## src/ngll_pkg.sv

```systemverilog
package ngll_pkg;

  // Characters that steer the parser.
  localparam logic [7:0] CHAR_DOLLAR  = 8'h24;
  localparam logic [7:0] CHAR_STAR    = 8'h2A;
  localparam logic [7:0] CHAR_COMMA   = 8'h2C;
  localparam logic [7:0] CHAR_DOT     = 8'h2E;
  localparam logic [7:0] CHAR_NEWLINE = 8'h0A;
  localparam logic [7:0] CHAR_NUL     = 8'h00;
  localparam logic [7:0] CHAR_SOUTH   = 8'h53;
  localparam logic [7:0] CHAR_WEST    = 8'h57;

  // Number widths: the fraction store covers up to seven kept digits.
  localparam int INT_W   = 17;
  localparam int FRAC_W  = 24;
  localparam int CNT_W   = 3;
  localparam int MAG_W   = 34;
  localparam int POS_W   = 35;
  localparam int M_W     = 30;
  localparam int Q_W     = 25;
  localparam int REM_W   = 31;

  localparam logic [INT_W-1:0] INT_SAT   = 17'd99999;
  localparam logic [8:0]       HEX_SAT   = 9'd256;
  localparam logic [23:0]      E7        = 24'd10000000;
  // Reciprocal of one hundred scaled by 2^32, rounded up.
  localparam logic [25:0]      RECIP_100 = 26'd42949673;

  typedef enum logic [1:0] {
    NUM_INT,
    NUM_FRAC,
    NUM_DONE
  } ngll_num_phase_t;

  typedef enum logic [2:0] {
    BK_IDLE,
    BK_QUOT,
    BK_REM,
    BK_SCALE,
    BK_NUM,
    BK_DIV,
    BK_COMMIT
  } ngll_back_state_t;

  // One ended sentence, as handed from the parser to the position unit.
  typedef struct packed {
    logic                        valid;
    logic [7:0]                  sum;
    logic [3:0]                  present;
    logic [1:0]                  hem_neg;
    logic [1:0][INT_W-1:0]       int_part;
    logic [1:0][FRAC_W-1:0]      frac_part;
    logic [1:0][CNT_W-1:0]       frac_cnt;
  } ngll_rec_t;

  typedef struct packed {
    logic full;
    logic not_empty;
  } ngll_q_status_t;

  function automatic logic [7:0] prefix_char(input logic [2:0] pos);
    logic [7:0] ch;
    case (pos)
      3'd0:    ch = 8'h24;
      3'd1:    ch = 8'h47;
      3'd2:    ch = 8'h50;
      3'd3:    ch = 8'h47;
      3'd4:    ch = 8'h4C;
      3'd5:    ch = 8'h4C;
      default: ch = 8'h00;
    endcase
    return ch;
  endfunction

  function automatic logic [FRAC_W-1:0] pow10(input logic [CNT_W-1:0] k);
    logic [FRAC_W-1:0] p;
    case (k)
      3'd0:    p = 24'd1;
      3'd1:    p = 24'd10;
      3'd2:    p = 24'd100;
      3'd3:    p = 24'd1000;
      3'd4:    p = 24'd10000;
      3'd5:    p = 24'd100000;
      3'd6:    p = 24'd1000000;
      default: p = 24'd10000000;
    endcase
    return p;
  endfunction

  function automatic logic is_hex(input logic [7:0] c);
    return (c >= 8'h30 && c <= 8'h39) || (c >= 8'h61 && c <= 8'h66) ||
           (c >= 8'h41 && c <= 8'h46);
  endfunction

  function automatic logic [3:0] hex_nibble(input logic [7:0] c);
    logic [7:0] v;
    if (c <= 8'h39) begin
      v = c - 8'h30;
    end else if (c >= 8'h61) begin
      v = c - 8'h57;
    end else begin
      v = c - 8'h37;
    end
    return v[3:0];
  endfunction

endpackage

```

## src/ngll_byte_if.sv

```systemverilog
interface ngll_byte_if;
  logic       valid;
  logic       ready;
  logic [7:0] rx_byte;

  modport source (output valid, output rx_byte, input ready);
  modport sink (input valid, input rx_byte, output ready);
endinterface

```

## src/ngll_front.sv

```systemverilog
module ngll_front #(
  parameter int MAX_SENTENCE    = 128,
  parameter int FRACTION_DIGITS = 5
) (
  input  logic                   clk,
  input  logic                   rst,
  ngll_byte_if.sink              rx,
  input  ngll_pkg::ngll_q_status_t qs,
  output logic                   push,
  output ngll_pkg::ngll_rec_t    rec
);

  localparam int CW = $clog2(MAX_SENTENCE);
  localparam logic [CW-1:0] LAST = CW'(MAX_SENTENCE - 1);

  logic                                capturing, capturing_next;
  logic [CW-1:0]                       byte_count, byte_count_next;
  logic [7:0]                          running_xor, running_xor_next;
  logic                                prefix_ok, prefix_ok_next;
  logic                                star_seen, star_seen_next;
  logic                                hex_open, hex_open_next;
  logic                                text_over, text_over_next;
  logic [8:0]                          hex_value, hex_value_next;
  logic [1:0]                          hex_digits_seen, hex_digits_seen_next;
  logic [2:0]                          field_number, field_number_next;
  logic                                in_field, in_field_next;
  logic [1:0][ngll_pkg::INT_W-1:0]     int_accum, int_accum_next;
  logic [1:0][ngll_pkg::FRAC_W-1:0]    frac_accum, frac_accum_next;
  logic [1:0][ngll_pkg::CNT_W-1:0]     frac_count, frac_count_next;
  ngll_pkg::ngll_num_phase_t           num_phase [2];
  ngll_pkg::ngll_num_phase_t           num_phase_next [2];
  logic [1:0]                          hem_neg, hem_neg_next;
  logic [3:0]                          field_present, field_present_next;

  logic       fire;
  logic [7:0] c;
  logic [12:0] hex_sum;
  logic [20:0] int_sum;
  logic        k;

  // The parser never takes a beat it could not queue a result for.
  assign rx.ready = !qs.full;
  assign fire     = rx.valid && rx.ready;
  assign c        = rx.rx_byte;

  // Per-byte parse step: sentence framing, checksum, field split, numbers.
  always_comb begin
    capturing_next       = capturing;
    byte_count_next      = byte_count;
    running_xor_next     = running_xor;
    prefix_ok_next       = prefix_ok;
    star_seen_next       = star_seen;
    hex_open_next        = hex_open;
    text_over_next       = text_over;
    hex_value_next       = hex_value;
    hex_digits_seen_next = hex_digits_seen;
    field_number_next    = field_number;
    in_field_next        = in_field;
    int_accum_next       = int_accum;
    frac_accum_next      = frac_accum;
    frac_count_next      = frac_count;
    num_phase_next       = num_phase;
    hem_neg_next         = hem_neg;
    field_present_next   = field_present;
    push                 = 1'b0;
    hex_sum              = '0;
    int_sum              = '0;
    k                    = 1'b0;

    if (fire) begin
      if (c == ngll_pkg::CHAR_DOLLAR) begin
        capturing_next       = 1'b1;
        byte_count_next      = '0;
        running_xor_next     = '0;
        prefix_ok_next       = 1'b1;
        star_seen_next       = 1'b0;
        hex_open_next        = 1'b0;
        text_over_next       = 1'b0;
        hex_value_next       = '0;
        hex_digits_seen_next = '0;
        field_number_next    = '0;
        in_field_next        = 1'b1;
        int_accum_next       = '0;
        frac_accum_next      = '0;
        frac_count_next      = '0;
        num_phase_next[0]    = ngll_pkg::NUM_INT;
        num_phase_next[1]    = ngll_pkg::NUM_INT;
        hem_neg_next         = '0;
        field_present_next   = '0;
      end

      if (capturing_next) begin
        if (byte_count_next < LAST) begin
          if (!text_over_next) begin
            if (byte_count_next < CW'(6) &&
                c != ngll_pkg::prefix_char(byte_count_next[2:0])) begin
              prefix_ok_next = 1'b0;
            end
            if (c == ngll_pkg::CHAR_NUL) begin
              text_over_next = 1'b1;
              hex_open_next  = 1'b0;
            end else begin
              // Checksum text up to the star, then the hex digits after it.
              if (byte_count_next != '0 && !star_seen_next) begin
                if (c == ngll_pkg::CHAR_STAR) begin
                  star_seen_next = 1'b1;
                  hex_open_next  = 1'b1;
                end else begin
                  running_xor_next = running_xor_next ^ c;
                end
              end else if (hex_open_next) begin
                if (!ngll_pkg::is_hex(c)) begin
                  hex_open_next = 1'b0;
                end else begin
                  hex_sum = {hex_value_next, 4'b0000} + 13'(ngll_pkg::hex_nibble(c));
                  hex_value_next = (hex_sum > 13'd255) ? ngll_pkg::HEX_SAT
                                                       : hex_sum[8:0];
                  if (hex_digits_seen_next != 2'd3) begin
                    hex_digits_seen_next = hex_digits_seen_next + 2'd1;
                  end
                end
              end

              // Comma fields, runs of commas merged.
              if (c == ngll_pkg::CHAR_COMMA) begin
                in_field_next = 1'b0;
              end else begin
                if (!in_field_next) begin
                  in_field_next = 1'b1;
                  if (field_number_next != 3'd7) begin
                    field_number_next = field_number_next + 3'd1;
                  end
                  if (field_number_next >= 3'd1 && field_number_next <= 3'd4) begin
                    field_present_next[field_number_next[1:0] - 2'd1] = 1'b1;
                    if (field_number_next == 3'd2 || field_number_next == 3'd4) begin
                      hem_neg_next[field_number_next[2]] =
                        (c == ngll_pkg::CHAR_SOUTH) || (c == ngll_pkg::CHAR_WEST);
                    end
                  end
                end
                // Coordinate digits in ddmm.mmmmm form.
                if (field_number_next == 3'd1 || field_number_next == 3'd3) begin
                  k = field_number_next[1];
                  if (num_phase_next[k] != ngll_pkg::NUM_DONE) begin
                    if (c >= 8'h30 && c <= 8'h39) begin
                      if (num_phase_next[k] == ngll_pkg::NUM_INT) begin
                        int_sum = 21'(int_accum_next[k]) * 21'd10 + 21'(c - 8'h30);
                        int_accum_next[k] = (int_sum > 21'(ngll_pkg::INT_SAT))
                                            ? ngll_pkg::INT_SAT
                                            : int_sum[ngll_pkg::INT_W-1:0];
                      end else if (frac_count_next[k] <
                                   ngll_pkg::CNT_W'(FRACTION_DIGITS)) begin
                        frac_accum_next[k] = ngll_pkg::FRAC_W'(frac_accum_next[k] * 10)
                                             + ngll_pkg::FRAC_W'(c - 8'h30);
                        frac_count_next[k] = frac_count_next[k] + ngll_pkg::CNT_W'(1);
                      end
                    end else if (c == ngll_pkg::CHAR_DOT &&
                                 num_phase_next[k] == ngll_pkg::NUM_INT) begin
                      num_phase_next[k] = ngll_pkg::NUM_FRAC;
                    end else begin
                      num_phase_next[k] = ngll_pkg::NUM_DONE;
                    end
                  end
                end
              end
            end
          end
          byte_count_next = byte_count_next + CW'(1);
        end

        // End of sentence on newline or at the length cap.
        if (c == ngll_pkg::CHAR_NEWLINE || byte_count_next >= LAST) begin
          capturing_next = 1'b0;
          push           = 1'b1;
        end
      end
    end
  end

  // Record handed to the queue.
  always_comb begin
    rec.valid     = prefix_ok_next && (byte_count_next >= CW'(6)) && star_seen_next &&
                    (hex_digits_seen_next != 2'd0) &&
                    (hex_value_next == {1'b0, running_xor_next});
    rec.sum       = running_xor_next;
    rec.present   = field_present_next;
    rec.hem_neg   = hem_neg_next;
    rec.int_part  = int_accum_next;
    rec.frac_part = frac_accum_next;
    rec.frac_cnt  = frac_count_next;
  end

  // Parser state.
  always_ff @(posedge clk) begin
    if (rst) begin
      capturing       <= 1'b0;
      byte_count      <= '0;
      running_xor     <= '0;
      prefix_ok       <= 1'b0;
      star_seen       <= 1'b0;
      hex_open        <= 1'b0;
      text_over       <= 1'b0;
      hex_value       <= '0;
      hex_digits_seen <= '0;
      field_number    <= '0;
      in_field        <= 1'b0;
      int_accum       <= '0;
      frac_accum      <= '0;
      frac_count      <= '0;
      num_phase[0]    <= ngll_pkg::NUM_INT;
      num_phase[1]    <= ngll_pkg::NUM_INT;
      hem_neg         <= '0;
      field_present   <= '0;
    end else begin
      capturing       <= capturing_next;
      byte_count      <= byte_count_next;
      running_xor     <= running_xor_next;
      prefix_ok       <= prefix_ok_next;
      star_seen       <= star_seen_next;
      hex_open        <= hex_open_next;
      text_over       <= text_over_next;
      hex_value       <= hex_value_next;
      hex_digits_seen <= hex_digits_seen_next;
      field_number    <= field_number_next;
      in_field        <= in_field_next;
      int_accum       <= int_accum_next;
      frac_accum      <= frac_accum_next;
      frac_count      <= frac_count_next;
      num_phase       <= num_phase_next;
      hem_neg         <= hem_neg_next;
      field_present   <= field_present_next;
    end
  end

endmodule

```

## src/flat_wrapper.sv

```systemverilog
// flat-port wrapper written by rule: the top's interface ports become plain ports
module ngll_front_flat 
#(
  parameter int MAX_SENTENCE    = 128,
  parameter int FRACTION_DIGITS = 5
)
  (clk, rst, qs, push, rec, rx_valid, rx_rx_byte, rx_ready);
  ngll_byte_if rx_i ();
  input  logic clk;
  input  logic rst;
  input  ngll_pkg::ngll_q_status_t qs;
  output logic push;
  output ngll_pkg::ngll_rec_t rec;
  input wire logic [$bits(rx_i.valid)-1:0] rx_valid;
  input wire logic [$bits(rx_i.rx_byte)-1:0] rx_rx_byte;
  output wire logic [$bits(rx_i.ready)-1:0] rx_ready;
  assign rx_i.valid = rx_valid;
  assign rx_i.rx_byte = rx_rx_byte;
  assign rx_ready = rx_i.ready;
  ngll_front #(.MAX_SENTENCE(MAX_SENTENCE), .FRACTION_DIGITS(FRACTION_DIGITS)) u_core (.clk(clk), .rst(rst), .rx(rx_i), .qs(qs), .push(push), .rec(rec));
endmodule
```

## config.mk

```make
export PLATFORM = sky130hd
export DESIGN_NAME = ngll_front_flat
export DESIGN_NICKNAME = d
export VERILOG_FILES = /design/src/ngll_pkg.sv /design/src/ngll_byte_if.sv /design/src/ngll_front.sv /design/src/flat_wrapper.sv
export SDC_FILE = /design/constraint.sdc
export NUM_CORES = 1
export LEC_CHECK = 0
export ABC_CLOCK_PERIOD_IN_PS = 13300
export BUFFER_PORTS_ARGS = -buffer_cell sky130_fd_sc_hd__buf_2
export CORE_MARGIN = 2
export CORE_UTILIZATION = 30
export CTS_BUF_LIST = sky130_fd_sc_hd__clkbuf_4
export CTS_CLUSTER_SIZE = 24
export DETAILED_ROUTE_END_ITERATION = 6
export PLACE_DENSITY_LB_ADDON = 0.25
export RECOVER_POWER = 25
export SLEW_MARGIN = 30
export SYNTH_ARGS = -nofsm -noshare
export SYNTH_HDL_FRONTEND = slang
export SYNTH_SLANG_ARGS = --single-unit
```

## constraint.sdc

```tcl
create_clock -name clk -period 13.3 [get_ports clk]
set_input_delay 1.33 -clock clk [delete_from_list [all_inputs] [get_ports clk]]
set_output_delay 1.33 -clock clk [all_outputs]
set_load 0.05 [all_outputs]
```

==> metrics.md, run 1 <==
| Metric | Value |
|---|---|
| RSZ-0062 raised after global routing | `no` |
| Outcome | `complete, but fails checks` |
| DR pass1 iterations | `7` |
| Initial antenna violation count | `1` |
| Max frequency | `0.0862 GHz` |
| Final worst slack | `1.71 ns` |
| Synth Cell Area | `12000 um2` |
| Yosys reg bits | `133` |
| Cts hold-fix bufs | `0` |
| Area after DPL | `13100 um2` |
| Most common cell on crit path | `ha_1` |
| Total wire length | `42100 um` |
| Via density per instance | `5.58` |
| FP Rows | `73` |
| Setup crit start kind | `input port` |
| Synth unique cells | `85` |
| Core Footprint | `39600 um2` |
| Metal1 wirelength | `19600 um` |
| WL per Instance | `19.0 um` |
| WP data required | `11.97 ns` |
| Synth top cells by count | `nand2_1, a21oi_1, dfxtp_1` |
| Final #Nets | `1815` |
| Mapped Cells | `1598` |
| Slowest stage cell, crit path | `mux2_4` |
| Ports | `118` |
| Dpl ws | `2.10 ns` |
| Tot GR Track Use | `0.201` |
| Synth Net Count | `1740` |
| Post-CTS sizing | `0` |
| Top-count cell post-synth | `nand2_1` |
| Pwr Total | `0.000787 W` |
| Post-DP HPWL | `30800 um` |
| Most used DFF post-synth | `dfxtp_1` |
| Clock Sinks | `133` |
| Die X | `204 um` |
| Layout area overhead | `11.2%` |
| Synth area leader | `dfxtp_1` |
| Async S/R FF share, synth | `0` |
| Met2 wire length | `19000 um` |
| Initial core utilization | `0.304` |
| TritonCTS clock tree | `yes` |
| Ranking of synthesized cells by area | `dfxtp_1, ha_1, nand2_1, a21oi_1, and2_1` |
| Vias in the first global route | `11800` |
| Crit path max fanout | `56` |
| Post-CTS Repair Setup Buffers | `0` |
| Leakage power | `5.91 nW` |
| Number of CTS-inserted buffers | `17` |
| Final Skew | `0.0313 ns` |
| Max VDD drop | `0.0446 mV` |
| Endpoints failing hold | `0` |
| DR vias | `12300` |
| CTS root buffer | `clkbuf_4` |
| Max_cap viols | `3` |
| Worst Path Arrival | `10.26 ns` |
| Largest net degree at the start of global routing | `88` |
| Global-route wire length before repair | `65600 um` |
| Synth warnings | `0` |
| Post-synthesis sequential area ratio | `0.221` |
| Die H | `204 um` |
| Buffers on Ports | `116` |
| Setup violators final | `0` |
| Max clock buf depth | `2` |
| Failing checks | `capacitance limit, slew limit` |
| Share of post-route cells with drive strength above 1 | `0.113` |
| CP endpoint kind | `output pin` |
| Later-pin clock latency in the skew report | `0.63 ns` |
| Area share of the largest cell type after synthesis | `0.221` |
| Pwr/cell area | `58.8 nW/um2` |
| Worst slew pin tran | `1.79 ns` |
| H-tree lvl count | `4` |
| Final GP Congestion | `0.848` |
| Syn avg cell area | `7.53 um2` |
| CP peak stage delay | `0.69 ns` |
| EDFF count, synth | `0` |
| Period Utilization, post-route | `0.872` |
| Global route overflow | `0` |
| Fin area | `13400 um2` |
| CTS clock-pin slew for the worst setup and hold paths | `0.13 ns` |
| Fin. max-slew vios | `60` |
| Routed Antenna Nets | `0` |
| Slew margin rel. | `-0.191` |
| Number of DRC markers in iteration 0 | `805` |
| Drc violations | `0` |
| Metal3 WL | `2430 um` |
| Highest Signal Layer | `met4` |
| Full die area | `41800 um2` |
| TNS Setup | `0 ns` |
| Hold Crit Class | `reg2reg` |
| Fill count | `4332` |
| Tmin final | `11.59 ns` |
| Crit Path Class | `in2out` |
sequential cells by signal, indices dropped and copies added (netlist names):
register and cells:
u_core.frac_accum 48, u_core.int_accum 34, u_core.hex_value 9, u_core.running_xor 8, u_core.byte_count 7, u_core.frac_count 6
u_core.field_present 4, u_core.num_phase 4, u_core.field_number 3, u_core.hem_neg 2, u_core.hex_digits_seen 2, u_core.capturing 1
u_core.hex_open 1, u_core.in_field 1, u_core.prefix_ok 1, u_core.star_seen 1, u_core.text_over 1
per-stage QoR:
stage               hold slack [ns]  cells  utilization
finish                        0.488   2213        0.338
global route                  0.505   2212        0.338
CTS                           0.489   2211        0.339
global placement              0.462   2179        0.331
detailed placement            0.470   2179        0.331
floorplan                     0.445   1598            -
layout make-up:
cell class                      count  area (um2)  area share
Tap cell                          525         657      0.0491
Clock buffer                       19         143      0.0107
Timing Repair Buffer              135         702      0.0524
Multi-Input combinational cell   1337        8880       0.664
Sequential cell                   133        2660       0.199
Antenna cell                        2        5.00    0.000374
Clock inverter                     13         149      0.0111
Inverter                           49         184      0.0137
worst max-delay path, delay by kind of cell:
kind	cells	cell delay, ns
AOI/OAI and AO/OA	15	3.08
buffers and inverters	5	1.74
adders and majority gates	5	1.62
and+or+nand+nor	7	1.54
muxes	1	0.69
xor gates and xnor gates	1	0.16
metal layers:
layer	vias to the layer above	GRT usage
met5	-	0
met4	0	0.0688
met3	62	0.0386
met2	383	0.325
met1	5903	0.266
li1	6000	-
path summary, 6_finish.rpt:
path / cells past startpoint / slack, ns / start / endpoint
worst min-delay path: 2 / 0.49 / u_core.int_accum[16]$_SDFF_PP0_ / u_core.int_accum[16]$_SDFF_PP0_
worst min register to register: 2 / 0.49 / u_core.int_accum[16]$_SDFF_PP0_ / u_core.int_accum[16]$_SDFF_PP0_
worst max register to register: 29 / 5.65 / u_core.field_number[0]$_SDFFE_PP0P_ / u_core.frac_accum[46]$_SDFF_PP0_
worst max-delay path: 34 / 1.71 / rx_rx_byte[0] / rec[85]
power by group:
part           internal [W]  switching, W  leakage [nW]
combinational     0.0000231     0.0000594          4.68
sequential         0.000398  0.0000000784          1.07
clock              0.000119      0.000187         0.156
placed cells by master, fill, tap and decap left out, types with 7 or more instances in the layout:
master and instances:
a31oi_1 24, o211ai_1 9, and2_1 69, nor2_1 114
a21boi_0 12, a311oi_1 10, buf_2 114, a21o_1 20
xor2_1 37, a21oi_1 162, xnor2_1 53, or3_1 9
nor2b_1 14, ha_1 125, nand3_1 38, clkbuf_1 7
buf_4 14, a211oi_1 17, a22o_1 47, and3_1 13
nor3_1 40, and2_0 12, nand2_1 222, o21a_1 15
dfxtp_1 133, inv_1 48, nand4_1 8, nand2b_1 9
clkbuf_4 19, o21bai_1 13, o21ai_0 77, nor4_1 11
a22oi_1 9, a32o_1 20, o31ai_1 17
cells by family after synthesis:
group                    share of synthesized area
flip-flops                                   0.221
adder cells (fa/ha/maj)                      0.137
AND/OR/NAND/NOR                              0.241
AO/OA/AOI/OAI                                0.286
XOR/XNOR                                    0.0661
multiplexers                               0.00582
buffers and inverters                       0.0432
Note: power is estimated with default switching activity, not from simulation.
==> run 2: changes to the inputs <==
- CELL_PAD_IN_SITES_DETAIL_PLACEMENT: unset -> 0
- CELL_PAD_IN_SITES_GLOBAL_PLACEMENT: unset -> 1
==> metrics.md, run 2 (synthesis gave the netlist of run 1 again) <==
| Metric | Value |
|---|---|
| TritonCTS clock tree | `yes` |
| Max frequency | `0.0818 GHz` |
| Pwr/cell area | `58.9 nW/um2` |
| TNS Setup | `0 ns` |
| Initial core utilization | `0.304` |
| Crit Path Class | `in2out` |
| Global route overflow | `0` |
| Total wire length | `44700 um` |
| Initial antenna violation count | `1` |
| H-tree lvl count | `4` |
| Cts hold-fix bufs | `0` |
| Worst Path Arrival | `10.89 ns` |
| Full die area | `41800 um2` |
| Slew margin rel. | `-0.637` |
| RSZ-0062 raised after global routing | `no` |
| Reg2reg start | `u_core.field_number[1]$_SDFFE_PP0P_` |
| DR pass1 iterations | `5` |
| R2r worst-path depth | `30` |
| Die H | `204 um` |
| Die X | `204 um` |
| Final #Nets | `1816` |
| Pwr Total | `0.000787 W` |
| Critical hold path startpoint | `u_core.int_accum[16]$_SDFF_PP0_` |
| Commonest non-fill, non-tap cell in the layout | `nand2_1` |
| Slowest stage cell, crit path | `mux2i_4` |
| Number of CTS-inserted buffers | `17` |
| Max_cap viols | `2` |
| Leakage power | `5.90 nW` |
| Routed Antenna Nets | `0` |
| Buffers on Ports | `116` |
| Drc violations | `0` |
| Via density per instance | `5.58` |
| FP Rows | `73` |
| Outcome | `complete, but fails checks` |
| Global-route wire length before repair | `68800 um` |
| Biggest register | `u_core.frac_accum` |
| Tot GR Track Use | `0.214` |
| Layout area overhead | `11.1%` |
| Final GP Congestion | `0.857` |
| Setup violators final | `0` |
| Failing checks | `capacitance limit, slew limit` |
| Register-to-register setup slack | `5.30 ns` |
| Endpoints failing hold | `0` |
| CTS clock-pin slew for the worst setup and hold paths | `0.13 ns` |
| CP Launch Point | `rx_rx_byte[4]` |
| Later-pin clock latency in the skew report | `0.65 ns` |
| Period Utilization, post-route | `0.919` |
| CP peak stage delay | `0.77 ns` |
| Tmin final | `12.22 ns` |
| Final Skew | `0.0408 ns` |
| Largest net degree at the start of global routing | `79` |
| Hold Crit Class | `reg2reg` |
| Ports | `118` |
| Top Registers | `u_core.frac_accum (48), u_core.int_accum (34), u_core.hex_value (9)` |
| Post-CTS Repair Setup Buffers | `0` |
| WL per Instance | `20.2 um` |
| Clock Sinks | `133` |
| Core Footprint | `39600 um2` |
| Worst slew pin tran | `2.45 ns` |
| Layout Cells excl Fill | `2213` |
| CTS root buffer | `clkbuf_4` |
| Setup crit start kind | `input port` |
| Placed Cells | `2180` |
| Worst hold path depth | `2` |
| Crit path max fanout | `18` |
| Vias in the first global route | `11600` |
| CP endpoint kind | `output pin` |
| Max clock buf depth | `2` |
| Share of post-route cells with drive strength above 1 | `0.112` |
| Max VDD drop | `0.0411 mV` |
| Commonest non-fill, non-tap cells in the layout | `nand2_1, a21oi_1, dfxtp_1` |
| Post-CTS sizing | `0` |
| Fin. max-slew vios | `66` |
| Post-DP HPWL | `32400 um` |
| Number of DRC markers in iteration 0 | `897` |
| DR vias | `12300` |
| WP data required | `11.97 ns` |
| Max FFs per register | `48` |
## run 2: layout make-up
class / instances / area [um2]
Antenna cell: 1 / 2.50
Clock buffer: 18 / 135
Clock inverter: 14 / 149
Fill cell: 4358 / 26300
Inverter: 49 / 184
Multi-Input combinational cell: 1337 / 8870
Sequential cell: 133 / 2660
Tap cell: 525 / 657
Timing Repair Buffer: 136 / 709
## run 2: routing by layer
metal | track usage | vias to the layer above | routed length, um
met4 | 0.0642 | 0 | 1010
met3 | 0.0364 | 54 | 2420
li1 | - | 6000 | -
met2 | 0.336 | 372 | 20100
met1 | 0.298 | 5918 | 21200
met5 | 0 | - | 0
## run 2: path summary, 6_finish.rpt
path / to
setup / recovery: rec[52]
hold / removal: u_core.int_accum[16]$_SDFF_PP0_
setup reg to reg: u_core.frac_accum[46]$_SDFF_PP0_
hold reg to reg: u_core.int_accum[16]$_SDFF_PP0_
## run 2: through the flow
stage | util | cell area, um2 | hold slack [ns] | worst slack (ns)
4_1_cts | 0.338 | 13400 | 0.486 | 1.39
6_report | 0.337 | 13400 | 0.485 | 1.08
3_5_place_dp | 0.331 | 13100 | 0.466 | 1.46
3_3_place_gp | 0.331 | 13100 | 0.457 | 1.50
2_1_floorplan | - | 12000 | 0.445 | 1.61
5_1_grt | 0.337 | 13400 | 0.510 | 0.573
## run 2: report_power, final
| part | switching (W) | internal [W] |
|---|---|---|
| Clock | 0.000189 | 0.000115 |
| Combinational | 0.0000615 | 0.0000231 |
| Sequential | 0.0000000793 | 0.000398 |
| Total | 0.000251 | 0.000537 |
## run 2: worst max-delay path, delay by kind of cell
kind,cells,cell delay (ns)
AO/OA/AOI/OAI,13,3.51
XOR/XNOR,1,0.20
adder cells (fa/ha/maj),6,1.70
buffers and inverters,6,1.38
multiplexers,1,0.77
AND/OR/NAND/NOR,9,1.97
